File: src/sv/pcx_pkg.sv
`default_nettype none
// ----------------------------------------------------------------------------
// pcx_pkg
// Shared types and constants of the PCX run-length stream decoder.
// ----------------------------------------------------------------------------
package pcx_pkg;

  // header layout and checks
  localparam logic [7:0] MAKER_ID     = 8'd10;
  localparam logic [7:0] ENC_RLE      = 8'd1;
  localparam logic [6:0] HDR_MAKER    = 7'd0;
  localparam logic [6:0] HDR_ENC      = 7'd2;
  localparam logic [6:0] HDR_XMIN     = 7'd4;
  localparam logic [6:0] HDR_YMIN     = 7'd6;
  localparam logic [6:0] HDR_XMAX     = 7'd8;
  localparam logic [6:0] HDR_YMAX     = 7'd10;
  localparam logic [6:0] HDR_LINE     = 7'd66;
  localparam logic [6:0] HDR_LAST     = 7'd127;

  localparam logic [7:0] RUN_MARK     = 8'd192;
  localparam logic [9:0] PAL_LAST     = 10'd767;

  // command queue between parser and expander
  localparam int CMD_DEPTH = 4;
  localparam int CMD_PTR_W = $clog2(CMD_DEPTH);
  localparam int CMD_CNT_W = CMD_PTR_W + 1;

  // configuration register index
  localparam logic CFG_LOAD_PALETTE = 1'b0;

  typedef enum logic [1:0] {
    KIND_IMAGE   = 2'd0,
    KIND_PALETTE = 2'd1,
    KIND_INFO    = 2'd2,
    KIND_ERROR   = 2'd3
  } pcx_kind_e;

  typedef enum logic [2:0] {
    PH_WAIT,
    PH_HDR,
    PH_IMAGE,
    PH_TAG,
    PH_PAL
  } pcx_phase_e;

  typedef struct packed {
    pcx_kind_e   kind;
    logic [7:0]  data;
    logic [31:0] pos;
    logic [5:0]  cnt;
    logic [16:0] width;
    logic [16:0] height;
    logic        last;
  } pcx_cmd_t;

endpackage
`default_nettype wire

File: src/sv/pcx_front.sv
`default_nettype none
// ----------------------------------------------------------------------------
// pcx_front
// Byte parser: checks and reads the header, classifies image bytes into
// literals and runs, tracks the palette; each byte pushes at most one command.
// ----------------------------------------------------------------------------
module pcx_front (
  input  wire                clk_i,
  input  wire                rst_ni,
  input  wire                in_valid_i,
  input  wire  [7:0]         file_byte_i,
  input  wire                file_start_i,
  input  wire                load_palette_i,
  input  wire                full_i,
  output logic               in_stall_o,
  output logic               push_o,
  output pcx_pkg::pcx_cmd_t  cmd_o
);
  import pcx_pkg::*;

  pcx_phase_e  phase_q, phase_d, cur_phase;
  logic [6:0]  hcount_q, hcount_d, off;
  logic [15:0] xl_q, xl_d, yl_q, yl_d, xh_q, xh_d, yh_q, yh_d, lb_q, lb_d;
  logic [16:0] w_q, h_q;
  logic [31:0] size_q;
  logic [32:0] prod;
  logic [31:0] rem_q, rem_d, pos_q, pos_d;
  logic [5:0]  pend_q, pend_d, run_cnt;
  logic        runp_q, runp_d;
  logic [9:0]  pcount_q, pcount_d;
  logic        pal_on_q, pal_on_d;
  logic        accept, run_fit;

  assign accept     = in_valid_i && !full_i;
  assign in_stall_o = full_i;
  assign prod       = {17'd0, lb_q} * {16'd0, h_q};
  assign run_fit    = rem_q <= {26'd0, pend_q};
  assign run_cnt    = run_fit ? rem_q[5:0] : pend_q;

  // picture geometry settles long before the header's final byte;
  // a height of 65536 wraps onto the top bit but still counts as positive
  always_ff @(posedge clk_i) begin
    w_q    <= {xh_q[15], xh_q} - {xl_q[15], xl_q} + 17'd1;
    h_q    <= {yh_q[15], yh_q} - {yl_q[15], yl_q} + 17'd1;
    size_q <= ((h_q == 17'h10000) || (!h_q[16] && (h_q != 17'd0))) ?
              prod[31:0] : 32'd0;
  end

  always_comb begin
    phase_d  = phase_q;
    hcount_d = hcount_q;
    xl_d     = xl_q;
    yl_d     = yl_q;
    xh_d     = xh_q;
    yh_d     = yh_q;
    lb_d     = lb_q;
    rem_d    = rem_q;
    pos_d    = pos_q;
    pend_d   = pend_q;
    runp_d   = runp_q;
    pcount_d = pcount_q;
    pal_on_d = pal_on_q;
    cur_phase = phase_q;
    off       = hcount_q;
    push_o       = 1'b0;
    cmd_o.kind   = KIND_IMAGE;
    cmd_o.data   = file_byte_i;
    cmd_o.pos    = pos_q;
    cmd_o.cnt    = 6'd1;
    cmd_o.width  = 17'd0;
    cmd_o.height = 17'd0;
    cmd_o.last   = 1'b0;
    if (accept) begin
      if (file_start_i) begin
        cur_phase = PH_HDR;
        phase_d   = PH_HDR;
        off       = 7'd0;
        pal_on_d  = load_palette_i;
        runp_d    = 1'b0;
        pend_d    = 6'd0;
        pcount_d  = 10'd0;
      end
      case (cur_phase)
        PH_HDR: begin
          hcount_d = off + 7'd1;
          if ((off == HDR_MAKER && file_byte_i != MAKER_ID) ||
              (off == HDR_ENC && file_byte_i != ENC_RLE)) begin
            push_o     = 1'b1;
            cmd_o.kind = KIND_ERROR;
            cmd_o.data = 8'd0;
            cmd_o.pos  = 32'd0;
            cmd_o.last = 1'b1;
            phase_d    = PH_WAIT;
          end else begin
            case (off)
              HDR_XMIN:         xl_d[7:0]  = file_byte_i;
              HDR_XMIN + 7'd1:  xl_d[15:8] = file_byte_i;
              HDR_YMIN:         yl_d[7:0]  = file_byte_i;
              HDR_YMIN + 7'd1:  yl_d[15:8] = file_byte_i;
              HDR_XMAX:         xh_d[7:0]  = file_byte_i;
              HDR_XMAX + 7'd1:  xh_d[15:8] = file_byte_i;
              HDR_YMAX:         yh_d[7:0]  = file_byte_i;
              HDR_YMAX + 7'd1:  yh_d[15:8] = file_byte_i;
              HDR_LINE:         lb_d[7:0]  = file_byte_i;
              HDR_LINE + 7'd1:  lb_d[15:8] = file_byte_i;
              default: ;
            endcase
            if (off == HDR_LAST) begin
              push_o       = 1'b1;
              cmd_o.kind   = KIND_INFO;
              cmd_o.data   = 8'd0;
              cmd_o.pos    = 32'd0;
              cmd_o.width  = w_q;
              cmd_o.height = h_q;
              cmd_o.last   = (size_q == 32'd0) && !pal_on_d;
              phase_d      = (size_q != 32'd0) ? PH_IMAGE : PH_TAG;
              rem_d        = size_q;
              pos_d        = 32'd0;
              runp_d       = 1'b0;
            end
          end
        end
        PH_IMAGE: begin
          if (runp_q) begin
            // value byte of a run: clip at the image end
            runp_d    = 1'b0;
            push_o    = run_cnt != 6'd0;
            cmd_o.cnt = run_cnt;
            cmd_o.last = run_fit && !pal_on_q;
            rem_d     = rem_q - {26'd0, run_cnt};
            pos_d     = pos_q + {26'd0, run_cnt};
            if (run_fit) begin
              phase_d = PH_TAG;
            end
          end else if (file_byte_i < RUN_MARK) begin
            push_o     = 1'b1;
            cmd_o.last = (rem_q == 32'd1) && !pal_on_q;
            rem_d      = rem_q - 32'd1;
            pos_d      = pos_q + 32'd1;
            if (rem_q == 32'd1) begin
              phase_d = PH_TAG;
            end
          end else begin
            pend_d = file_byte_i[5:0];
            runp_d = 1'b1;
          end
        end
        PH_TAG: begin
          pcount_d = 10'd0;
          phase_d  = pal_on_q ? PH_PAL : PH_WAIT;
        end
        PH_PAL: begin
          push_o     = 1'b1;
          cmd_o.kind = KIND_PALETTE;
          cmd_o.data = {2'b00, file_byte_i[7:2]};
          cmd_o.pos  = {22'd0, pcount_q};
          cmd_o.last = pcount_q == PAL_LAST;
          pcount_d   = pcount_q + 10'd1;
          if (pcount_q == PAL_LAST) begin
            phase_d = PH_WAIT;
          end
        end
        default: ;
      endcase
    end
  end

  always_ff @(posedge clk_i or negedge rst_ni) begin
    if (!rst_ni) begin
      phase_q  <= PH_WAIT;
      hcount_q <= 7'd0;
      xl_q     <= 16'd0;
      yl_q     <= 16'd0;
      xh_q     <= 16'd0;
      yh_q     <= 16'd0;
      lb_q     <= 16'd0;
      rem_q    <= 32'd0;
      pos_q    <= 32'd0;
      pend_q   <= 6'd0;
      runp_q   <= 1'b0;
      pcount_q <= 10'd0;
      pal_on_q <= 1'b0;
    end else begin
      phase_q  <= phase_d;
      hcount_q <= hcount_d;
      xl_q     <= xl_d;
      yl_q     <= yl_d;
      xh_q     <= xh_d;
      yh_q     <= yh_d;
      lb_q     <= lb_d;
      rem_q    <= rem_d;
      pos_q    <= pos_d;
      pend_q   <= pend_d;
      runp_q   <= runp_d;
      pcount_q <= pcount_d;
      pal_on_q <= pal_on_d;
    end
  end

  // a command never carries an empty run
  a_cmd_nonzero: assert property (@(posedge clk_i) disable iff (!rst_ni)
    push_o |-> cmd_o.cnt != 6'd0)
    else $error("empty command pushed");

  // the image phase always has bytes left to produce
  a_image_rem: assert property (@(posedge clk_i) disable iff (!rst_ni)
    (phase_q == PH_IMAGE) |-> rem_q != 32'd0)
    else $error("image phase with nothing remaining");

endmodule
`default_nettype wire

File: src/sv/pcx_cmd_fifo.sv
`default_nettype none
// ----------------------------------------------------------------------------
// pcx_cmd_fifo
// Short command queue between the parser and the expander.
// ----------------------------------------------------------------------------
module pcx_cmd_fifo (
  input  wire                clk_i,
  input  wire                rst_ni,
  input  wire                push_i,
  input  pcx_pkg::pcx_cmd_t  cmd_i,
  input  wire                pop_i,
  output logic               full_o,
  output logic               head_valid_o,
  output pcx_pkg::pcx_cmd_t  head_o
);
  import pcx_pkg::*;

  pcx_cmd_t               entry_q [CMD_DEPTH];
  logic [CMD_PTR_W-1:0]   wr_ptr_q, rd_ptr_q;
  logic [CMD_CNT_W-1:0]   count_q;
  logic                   do_push, do_pop;

  assign full_o       = count_q == CMD_CNT_W'(CMD_DEPTH);
  assign head_valid_o = count_q != '0;
  assign head_o       = entry_q[rd_ptr_q];
  assign do_push      = push_i && !full_o;
  assign do_pop       = pop_i && head_valid_o;

  always_ff @(posedge clk_i) begin
    if (do_push) begin
      entry_q[wr_ptr_q] <= cmd_i;
    end
  end

  always_ff @(posedge clk_i or negedge rst_ni) begin
    if (!rst_ni) begin
      wr_ptr_q <= '0;
      rd_ptr_q <= '0;
      count_q  <= '0;
    end else begin
      if (do_push) begin
        wr_ptr_q <= wr_ptr_q + CMD_PTR_W'(1);
      end
      if (do_pop) begin
        rd_ptr_q <= rd_ptr_q + CMD_PTR_W'(1);
      end
      count_q <= count_q + CMD_CNT_W'(do_push) - CMD_CNT_W'(do_pop);
    end
  end

  a_no_overflow: assert property (@(posedge clk_i) disable iff (!rst_ni)
    push_i |-> !full_o)
    else $error("command pushed into a full queue");

  a_count_range: assert property (@(posedge clk_i) disable iff (!rst_ni)
    count_q <= CMD_CNT_W'(CMD_DEPTH))
    else $error("queue count out of range");

endmodule
`default_nettype wire

File: src/sv/pcx_expand.sv
`default_nettype none
// ----------------------------------------------------------------------------
// pcx_expand
// Expands queued commands into result beats, one per cycle while the
// receiver does not stall, through an output register.
// ----------------------------------------------------------------------------
module pcx_expand (
  input  wire                clk_i,
  input  wire                rst_ni,
  input  wire                head_valid_i,
  input  pcx_pkg::pcx_cmd_t  head_i,
  output logic               pop_o,
  input  wire                out_stall_i,
  output logic               out_valid_o,
  output logic [1:0]         kind_o,
  output logic [7:0]         data_o,
  output logic [31:0]        position_o,
  output logic [16:0]        width_o,
  output logic [16:0]        height_o,
  output logic               last_o
);
  import pcx_pkg::*;

  logic [5:0]  sub_q, sub_next;
  logic        out_valid_q;
  pcx_kind_e   kind_q;
  logic [7:0]  data_q;
  logic [31:0] pos_q;
  logic [16:0] width_q, height_q;
  logic        last_q;
  logic        load, sub_end;

  assign load     = head_valid_i && (!out_valid_q || !out_stall_i);
  assign sub_next = sub_q + 6'd1;
  assign sub_end  = sub_next == head_i.cnt;
  assign pop_o    = load && sub_end;

  always_ff @(posedge clk_i or negedge rst_ni) begin
    if (!rst_ni) begin
      out_valid_q <= 1'b0;
      sub_q       <= 6'd0;
    end else begin
      if (load) begin
        out_valid_q <= 1'b1;
        sub_q       <= sub_end ? 6'd0 : sub_next;
      end else if (!out_stall_i) begin
        out_valid_q <= 1'b0;
      end
    end
  end

  always_ff @(posedge clk_i) begin
    if (load) begin
      kind_q   <= head_i.kind;
      data_q   <= head_i.data;
      pos_q    <= head_i.pos + {26'd0, sub_q};
      width_q  <= head_i.width;
      height_q <= head_i.height;
      last_q   <= head_i.last && sub_end;
    end
  end

  assign out_valid_o = out_valid_q;
  assign kind_o      = kind_q;
  assign data_o      = data_q;
  assign position_o  = pos_q;
  assign width_o     = width_q;
  assign height_o    = height_q;
  assign last_o      = last_q;

  // a run part-way through still has its command at the head
  a_run_held: assert property (@(posedge clk_i) disable iff (!rst_ni)
    (sub_q != 6'd0) |-> head_valid_i)
    else $error("run in progress without a command");

endmodule
`default_nettype wire

File: src/sv/pcx_rle_stream_decoder.sv
`default_nettype none
// ----------------------------------------------------------------------------
// pcx_rle_stream_decoder
// PCX file stream decoder: header check, run-length expansion, palette.
//
// Input channel: one file byte per beat (file_byte_i, file_start_i marks the
// first byte of a file and restarts the parser at any time). Output channel:
// one result per beat (kind, data, position, width, height, last).
// Header, literal, tag and palette bytes are taken at one per cycle while
// in_stall_o is low; the expander emits one result per cycle while the
// receiver does not stall, and a run of n bytes yields n results. A
// four-entry command queue lets the parser run ahead of the expander.
// When the receiver stalls, the result holds, the queue fills and
// in_stall_o rises. Reset empties the queue, drops any partly read file and
// sets load_palette to 1; bytes without file_start are then ignored.
// load_palette sits at byte address 0 of the APB port and is sampled at
// the start of each file.
// ----------------------------------------------------------------------------
module pcx_rle_stream_decoder (
  input  wire         clk_i,
  input  wire         rst_ni,
  input  wire         psel,
  input  wire         penable,
  input  wire         pwrite,
  input  wire  [2:0]  paddr,
  input  wire  [31:0] pwdata,
  output logic [31:0] prdata,
  output logic        pready,
  input  wire         in_valid_i,
  output logic        in_stall_o,
  input  wire  [7:0]  file_byte_i,
  input  wire         file_start_i,
  output logic        out_valid_o,
  input  wire         out_stall_i,
  output logic [1:0]  kind_o,
  output logic [7:0]  data_o,
  output logic [31:0] position_o,
  output logic [16:0] width_o,
  output logic [16:0] height_o,
  output logic        last_o
);
  import pcx_pkg::*;

  logic     load_palette_q;
  logic     push, pop, full, head_valid;
  pcx_cmd_t cmd, head;
  logic     cfg_hit;

  assign pready  = 1'b1;
  assign cfg_hit = paddr[2] == CFG_LOAD_PALETTE;
  assign prdata  = cfg_hit ? {31'd0, load_palette_q} : 32'd0;

  always_ff @(posedge clk_i or negedge rst_ni) begin
    if (!rst_ni) begin
      load_palette_q <= 1'b1;
    end else if (psel && penable && pwrite && pready && cfg_hit) begin
      load_palette_q <= pwdata[0];
    end
  end

  pcx_front u_front (
    .clk_i          (clk_i),
    .rst_ni         (rst_ni),
    .in_valid_i     (in_valid_i),
    .file_byte_i    (file_byte_i),
    .file_start_i   (file_start_i),
    .load_palette_i (load_palette_q),
    .full_i         (full),
    .in_stall_o     (in_stall_o),
    .push_o         (push),
    .cmd_o          (cmd)
  );

  pcx_cmd_fifo u_fifo (
    .clk_i        (clk_i),
    .rst_ni       (rst_ni),
    .push_i       (push),
    .cmd_i        (cmd),
    .pop_i        (pop),
    .full_o       (full),
    .head_valid_o (head_valid),
    .head_o       (head)
  );

  pcx_expand u_expand (
    .clk_i        (clk_i),
    .rst_ni       (rst_ni),
    .head_valid_i (head_valid),
    .head_i       (head),
    .pop_o        (pop),
    .out_stall_i  (out_stall_i),
    .out_valid_o  (out_valid_o),
    .kind_o       (kind_o),
    .data_o       (data_o),
    .position_o   (position_o),
    .width_o      (width_o),
    .height_o     (height_o),
    .last_o       (last_o)
  );

endmodule
`default_nettype wire

File: config.mk
export PLATFORM = sky130hd
export DESIGN_NAME = pcx_rle_stream_decoder
export DESIGN_NICKNAME = d
export VERILOG_FILES = /design/src/sv/pcx_pkg.sv /design/src/sv/pcx_front.sv /design/src/sv/pcx_cmd_fifo.sv /design/src/sv/pcx_expand.sv /design/src/sv/pcx_rle_stream_decoder.sv
export SDC_FILE = /design/constraint.sdc
export NUM_CORES = 2
export LEC_CHECK = 0
export ABC_AREA = 1
export BUFFER_PORTS_ARGS = -buffer_cell sky130_fd_sc_hd__buf_2
export CAP_MARGIN = 20
export CORE_MARGIN = 2
export CORE_UTILIZATION = 30
export CTS_BUF_LIST = sky130_fd_sc_hd__clkbuf_4
export CTS_CLUSTER_SIZE = 25
export DETAILED_ROUTE_END_ITERATION = 7
export PLACE_DENSITY = 0.42
export SYNTH_ARGS = -nofsm -noshare
export SYNTH_HDL_FRONTEND = slang
export SYNTH_SLANG_ARGS = --single-unit
File: constraint.sdc
create_clock -name clk_i -period 14.8 [get_ports clk_i]
set_input_delay 0 -clock clk_i [delete_from_list [all_inputs] [get_ports clk_i]]
set_output_delay 0 -clock clk_i [all_outputs]
set_load 0.1 [all_outputs]
-- Word level (Yosys, flattened, before mapping)
Memories as Yosys holds them, arrays and structs flattened.
Cells that the tools add are included.
- add/subtract/negate cells: 16
- $mul: 1
- div/mod/pow operators: 0
- order comparisons: 2
- equality and inequality tests: 27
- shift operators: 0
- mux-type cells: 64
- bitwise operators: 2
- reduce and logical (&&, ||, !) cells: 45
- operator list (kind ; number):
    two-way mux 32 bit ; 8
    one-hot mux 32 bit (2 select lines) ; 2
    two-way mux 42 bit ; 2
    one-hot mux 42 bit (2 select lines) ; 1
    two-way mux 83 bit ; 1
    two-way mux 34 bit ; 2
    adder 32 x 6 -> 32 bit ; 2
    two-way mux 6 bit ; 8
    AND reduction 4 bit ; 10
    two-way mux 35 bit ; 1
    adder 17 x 1 -> 17 bit (second input constant) ; 2
    subtractor 16 x 16 -> 17 bit ; 2
    adder 32 x 1 -> 32 bit (second input constant) ; 1
    == test 32 x 1 -> 1 bit (second input constant) ; 1
    <= comparator 32 x 6 -> 1 bit ; 1
    zero test 32 bit ; 1
    multiplier 16 x 17 -> 32 bit ; 1
    nonzero test 32 bit ; 1
    subtractor 32 x 1 -> 32 bit (second input constant) ; 1
    subtractor 32 x 6 -> 32 bit ; 1
    two-way mux 3 bit ; 10
    == test 7 x 3 -> 1 bit (second input constant) ; 4
    == test 7 x 4 -> 1 bit (second input constant) ; 4
    == test 7 bit (second input constant) ; 3
    37 further kinds ; 87
- register bits: 330
- latch bits: 0
- bits in writable memories: 332
- bits in read-only memories: 0
- output and inout bits: 112
- memories kept: 1
- memory list (memory ; words ; bits a word ; rd ports ; clocked after Yosys merged registers in ; write ports ; RTL line ; RTL):
    u_fifo.entry_q ; 4 ; 83 ; 1 ; 0 ; 1 ; pcx_cmd_fifo.sv:18 ; pcx_cmd_t entry_q [CMD_DEPTH];

-- Depth between registers and ports, before layout
- depth after elaboration: 13
- mapped depth: 29

-- By module
From an unflattened synthesis, not the netlist that was laid out.
- cells, all modules: 4650
- area total of the unflattened synthesis: 41004.3 um^2
- by module, submodules not included (module ; times used ; cells an instance ; area each (um^2) ; sequential area each (um^2)):
    pcx_front ; 1 ; 3115 ; 23298.6 ; 5625.4
    pcx_cmd_fifo ; 1 ; 1111 ; 13444.1 ; 10144.7
    pcx_expand ; 1 ; 379 ; 3946.3 ; 2487.4
    pcx_rle_stream_decoder ; 1 ; 45 ; 315.3 ; 26.3

-- Worst setup path after synthesis
Ideal clock, no wire load.
- path kind: register to register
- start: reg u_front.rem_q[5]
- end: mem u_fifo.entry_q[0][0] (netlist bit) (enable)
- arrival time: 5227 ps
- required time: 14275 ps
- slack: 9048 ps
- cell stages (with the launch flop): 16
- period minus slack after synthesis: 5752 ps
- cell sequence: dfrtp_1 > ha_1 > nand2_1 > nor2_1 > nand3_1 > nor2_2 > inv_1 > nand2_2 > nand2_1 > o21ai_2 > nor2_1 > nand2_1 > nand2_1 > nand2_2 > nand2_4 > nor2_1
- longest elaborated chain between the ends: 9
- RTL lines (what ; RTL line ; RTL):
    start: declaration ; pcx_front.sv:27 ; logic [31:0] rem_q, rem_d, pos_q, pos_d;
    start signal: assignment ; pcx_front.sv:191 ; rem_q <= rem_d;
    <= comparator 32 x 6 -> 1 bit ; pcx_front.sv:37 ; assign run_fit = rem_q <= {26'd0, pend_q};
    two-way mux 6 bit * ; pcx_front.sv:38 ; assign run_cnt = run_fit ? rem_q[5:0] : pend_q;
    nonzero test 6 bit * ; pcx_front.sv:127 ; push_o = run_cnt != 6'd0;
    two-way mux 1 bit * ; pcx_front.sv:124 ; if (runp_q) begin
    one-hot mux 1 bit (3 select lines) * ; pcx_front.sv:83 ; case (cur_phase)
    two-way mux 1 bit * ; pcx_front.sv:73 ; if (accept) begin
    logical AND 1 bit * ; pcx_cmd_fifo.sv:26 ; assign do_push = push_i && !full_o;
    two-way mux 1 bit * ; pcx_cmd_fifo.sv:30 ; if (do_push) begin
    two-way mux 1 bit (not written as such) * ; pcx_cmd_fifo.sv:31 ; entry_q[wr_ptr_q] <= cmd_i;
    end: declaration ; pcx_cmd_fifo.sv:18 ;
Mark *: on every way between the ends. The rest lies on a longest branch, timed or not.

-- Worst setup path in the final report
- start: reg u_front.h_q[8]
- end: reg u_front.size_q[18]
- longest elaborated chain between the ends: 3
- elaborated cells between the ends (all ways): 5
- those cells by class: mul: 1; eq/ne: 1; reduce/logical: 3
- RTL lines (what ; RTL line ; RTL):
    start: declaration ; pcx_front.sv:24 ; logic [16:0] w_q, h_q;
    start signal: assignment ; pcx_front.sv:44 ; h_q <= {yh_q[15], yh_q} - {yl_q[15], yl_q} + 17'd1;
    parallel branches: the longest is 3 deep, another holds multiplier 16 x 17 -> 32 bit ; n/a ;
    end signal: assignment ; pcx_front.sv:45 ; size_q <= ((h_q == 17'h10000) || (!h_q[16] && (h_q != 17'd0))) ?
    end: declaration ; pcx_front.sv:25 ; logic [31:0] size_q;
Parallel ways; which one is timed is not known.
A chain may end at the register's enable or synchronous reset.

==> impl_summary.md <==
Status
The flow ran to the end, and the final reports show no timing, DRC or antenna violations.

Die
From bottom edge to top edge, the die measures around 370 µm. In this run the count of I/O pins placed on the die edge is between 150 and 200. The site row count is 133. The die is 367 µm wide.

The total die area is roughly 140,000 µm². The core region is between 100,000 and 150,000 µm². The initial utilization of the core area, before any placement, comes to 0.302.

Clock tree
Post-CTS repair changed the size of 0 cells. TritonCTS built the clock tree. The maximum count of clock buffers along a single path is 3.

In this run the number of H-tree levels came out at 4. The root buffer cell is sky130_fd_sc_hd__clkbuf_4. Counting every sink on the clock net gives between 600 and 700.

Buffers inserted to repair hold after CTS numbered 31. The CTS clock-pin slew for the worst setup and hold paths is 0.06 ns. The number of buffers inserted to repair setup after CTS is 0. The later pin in the worst-skew pair is clocked with a latency of about 1.2 ns. The number of clock buffers inserted by TritonCTS is about 180.

Timing
After routing, the total negative slack on setup checks comes to 0 ns. The final max-slew violation count is 0. The slew at the pin with the worst max-slew slack is about 1.1 ns. The maximum achievable frequency is about 150 MHz.

The final period demand of the worst path is ~6.5 ns. The relative slew slack is 0.243. The final-report setup violation count is 0. The post-route worst setup slack is between 8 and 9 ns. The worst setup skew after layout is around 0.072 ns.

Setup repair after global routing left no endpoint under its margin. The number of hold violations in the final report is 0. The ratio of final minimum period to clock period is 0.438.

Power and ir drop
The total power divided by cell area is between 150 and 200 nW/µm². Of the total power, the clock network draws 0.197. The switching power share of the total is 0.481. The share of total power dissipated in sequential elements is 0.309. The share of total power dissipated in combinational logic is 0.495.

The analysis attributes to cell leakage a power of ~20 nW. Internal power comes to 4.58 mW. The analysis attributes to net switching a power of approximately 4.2 mW. The worst-case IR drop observed on VDD is 0.106 mV.

Placed design
Input and output buffers added on the ports amount to 97. The weighted congestion reported at the end of routability-driven placement is 0.804. The worst slack after detailed placement is between 8 and 9 ns.

The post-detailed-placement half-perimeter wirelength is approximately 72 mm.

Critical path
Traced cell by cell, the critical path runs through nand2_1, fa_1, fa_1, fa_1, fa_1, inv_1, fa_1, inv_1, fa_1, inv_1, ha_1, a21oi_1, inv_1, a31oi_1, a21boi_0, inv_1, a21oi_1, o21ai_0, a21oi_1. The worst setup path is launched from a flop. The maximum fanout count along the critical path is 18. The cell class contributing the biggest share of worst-path delay is adder cells.

The library cell appearing most often on the critical path is sky130_fd_sc_hd__fa_1. The number of cells on the worst reg-to-reg path is 19. The endpoint class of the critical path is a flop. The library cell contributing the largest single delay on the critical path is sky130_fd_sc_hd__dfxtp_1. The data required time of the critical path is roughly 16 ns. The delay of the slowest cell on the worst path is ~1.1 ns.

The critical path in this run is classified as flop to flop. The critical path contains buffers and inverters numbering 5 combined. The data arrival time at the worst-slack endpoint is 7.51 ns. The cell count along the critical path is 19.

Route
The count of routing violations after the opening detailed-route iteration is around 1,700. Once detail routing completed, the nets flagged for antenna violations numbered 0. After detailed routing, the number of vias per cell comes to approximately 4.6. In the final routed layout, each cell accounts on average for 17.0 µm. The number of iterations in the first detailed-routing pass is 6. The routed wire length is about 110 mm. The DRC violation count after routing is 0.

The number of vias after detailed routing is between 20,000 and 30,000.

Finish
The final layout contains around 5,000 nets. Of the cells placed in the final design, the portion with a size suffix greater than 1 is 0.115. The area overhead of the layout relative to synthesis is 12.4%. The share of the core filled with cells is 0.339.

Synth
In the synthesized netlist, the number of instances is roughly 4,200. Yosys mapped the design onto a little over 70 distinct sky130hd cell types. The count of flip-flops with a built-in enable after synthesis is between 400 and 500.

Of all cell types, the one taking the most synthesized area is sky130_fd_sc_hd__edfxtp_1. Yosys printed 0 warnings. A synthesized cell averages about 9.4 µm². In the post-synthesis netlist, the biggest area contributors are sky130_fd_sc_hd__edfxtp_1, sky130_fd_sc_hd__dfrtp_1, sky130_fd_sc_hd__fa_1.

The number of synthesized register bits is roughly 660. The top flip-flop cell by instance count after synthesis is sky130_fd_sc_hd__edfxtp_1. The share of synthesized flip-flops with an asynchronous set or reset is 0.282. For this run, the register share of the synthesized area comes to 0.461. Of the post-synthesis cell area, the dominant cell type holds 0.310. The cell area after synthesis is around 40,000 µm².

Global route
For this run, the total global-route usage over all layers was measured as 0.163. The via count of the first global-routing pass came to ~30,000. The wire length of the first global-routing pass is 172 mm. For this run the aggregate overflow at the end of global routing stands at 0. The number of antenna violations at the first check in global routing is 2. Entering global routing, the biggest net connects 90 pins.

Hold path
The worst hold path passes through 4 cells. The worst hold path belongs to the class primary input to flop.

Run
The total of max-cap violations is 0.
[Yosys cell counts (all sizes together), types with 7 or more instances]
master,instances
a21oi,143
a21boi,7
o22ai,90
clkbuf,116
nand3,94
nor2,421
a22oi,11
nor4,20
nand4,41
a31oi,14
a32oi,11
o31ai,15
fa,213
o21ai,331
buf,93
a21o,8
nor3,52
o211ai,8
edfxtp,409
nand2,837
ha,201
xnor2,26
dfxtp,66
dfrtp,186
xor2,77
inv,690
[sequential cells by signal, indices dropped and copies added (netlist names), 7 cells and up]
signal / count
u_front.h_q: 17
u_front.w_q: 17
u_front.pcount_q: 10
u_front.lb_q: 16
u_front.size_q: 32
u_expand.width_o: 17
u_fifo.entry_q: 332
u_expand.height_o: 17
u_front.yh_q: 16
u_front.rem_q: 32
u_front.pos_q: 32
u_front.xh_q: 16
u_front.xl_q: 16
u_expand.data_o: 8
u_expand.position_o: 32
u_front.yl_q: 16
u_front.hcount_q: 7
[kinds of logic (layout without fill, tap and decap cells)]
family,Yosys count,in the layout,synth area share
flops,662,662,0.461
xor+xnor,103,103,0.0228
simple gates,1480,1480,0.155
compound gates,675,675,0.0967
buf+inv,901,1200,0.0927
other cells,2,43,0.000189
fa+ha+maj,414,414,0.171
[worst min-delay path: cells and delay by family]
kind                   cells  cell delay (ns)
buffers and inverters      3             0.97
AO/OA/AOI/OAI              1             0.23
[power by group through the flow]
stage | registers [mW] | clock network (mW) | logic [mW]
after floorplan | 3.47 | 0 | 2.58
after global placement | 2.77 | 0 | 4.39
after detailed placement | 2.77 | 0 | 4.39
after CTS | 2.74 | 1.81 | 4.42
after global routing | 2.77 | 1.90 | 4.92
final | 2.72 | 1.73 | 4.36
[layout by cell type (no fill, tap or decap), types with 14 or more instances in the layout]
cell type / count
sky130_fd_sc_hd__buf_2: 96
sky130_fd_sc_hd__nand2_1: 825
sky130_fd_sc_hd__clkinv_1: 31
sky130_fd_sc_hd__xnor2_1: 26
sky130_fd_sc_hd__dfxtp_1: 66
sky130_fd_sc_hd__nand3_1: 90
sky130_fd_sc_hd__inv_2: 17
sky130_fd_sc_hd__a31oi_1: 14
sky130_fd_sc_hd__xor2_1: 77
sky130_fd_sc_hd__ha_1: 201
sky130_fd_sc_hd__conb_1: 32
sky130_fd_sc_hd__o21ai_0: 305
sky130_fd_sc_hd__nor3_1: 50
sky130_fd_sc_hd__edfxtp_1: 409
sky130_fd_sc_hd__clkbuf_4: 291
sky130_fd_sc_hd__buf_4: 42
sky130_fd_sc_hd__o21ai_1: 25
sky130_fd_sc_hd__o31ai_1: 15
sky130_fd_sc_hd__a21oi_1: 142
sky130_fd_sc_hd__fa_1: 213
sky130_fd_sc_hd__o22ai_1: 90
sky130_fd_sc_hd__dfrtp_1: 184
sky130_fd_sc_hd__nor2_1: 395
sky130_fd_sc_hd__nor2_2: 15
sky130_fd_sc_hd__inv_1: 672
sky130_fd_sc_hd__nor4_1: 20
sky130_fd_sc_hd__dlygate4sd3_1: 30
sky130_fd_sc_hd__nand4_1: 36
[layer usage]
metal | global-route usage | part of all wire
met1 | 0.226 | 0.48
met2 | 0.262 | 0.46
met3 | 0.0291 | 0.041
met4 | 0.0456 | 0.020
met5 | 0 | 0
[area by class of cell]
type,count,area [µm²]
fillers,13700,86700
flip-flops and latches,662,18300
multi-input cells,2704,17800
inverters,692,2600
well taps,1755,2200
clock buffers,291,2180
repair buffers,171,1160
clock inverters,46,269
diodes,11,27.5
[through the flow]
step | power [mW] | hold WS (ns) | cells | instance area, µm²
floorplan | 6.05 | -0.296 | 4267 | 39700
global placement | 7.17 | 0.140 | 5952 | 41700
detailed placement | 7.17 | 0.126 | 5952 | 41700
CTS | 8.97 | 0.00665 | 6320 | 44500
global route | 9.60 | 0.0729 | 6331 | 44500
finish | 8.82 | 0.157 | 6332 | 44600
[final timing paths]
check,from,end,slack [ns]
min in group asynchronous,rst_ni,u_front.lb_q[12],0.62
worst max-delay path,u_front.h_q[8],u_front.size_q[18],8.32
max in group asynchronous,rst_ni,u_fifo.rd_ptr_q[0],13.26
worst min register to register,u_front.size_q[14],u_front.rem_q[14],0.48
worst min-delay path,file_byte_i[6],u_front.xl_q[6],0.16
worst max register to register,u_front.h_q[8],u_front.size_q[18],8.32
Note: power is estimated with default switching activity, not from simulation.
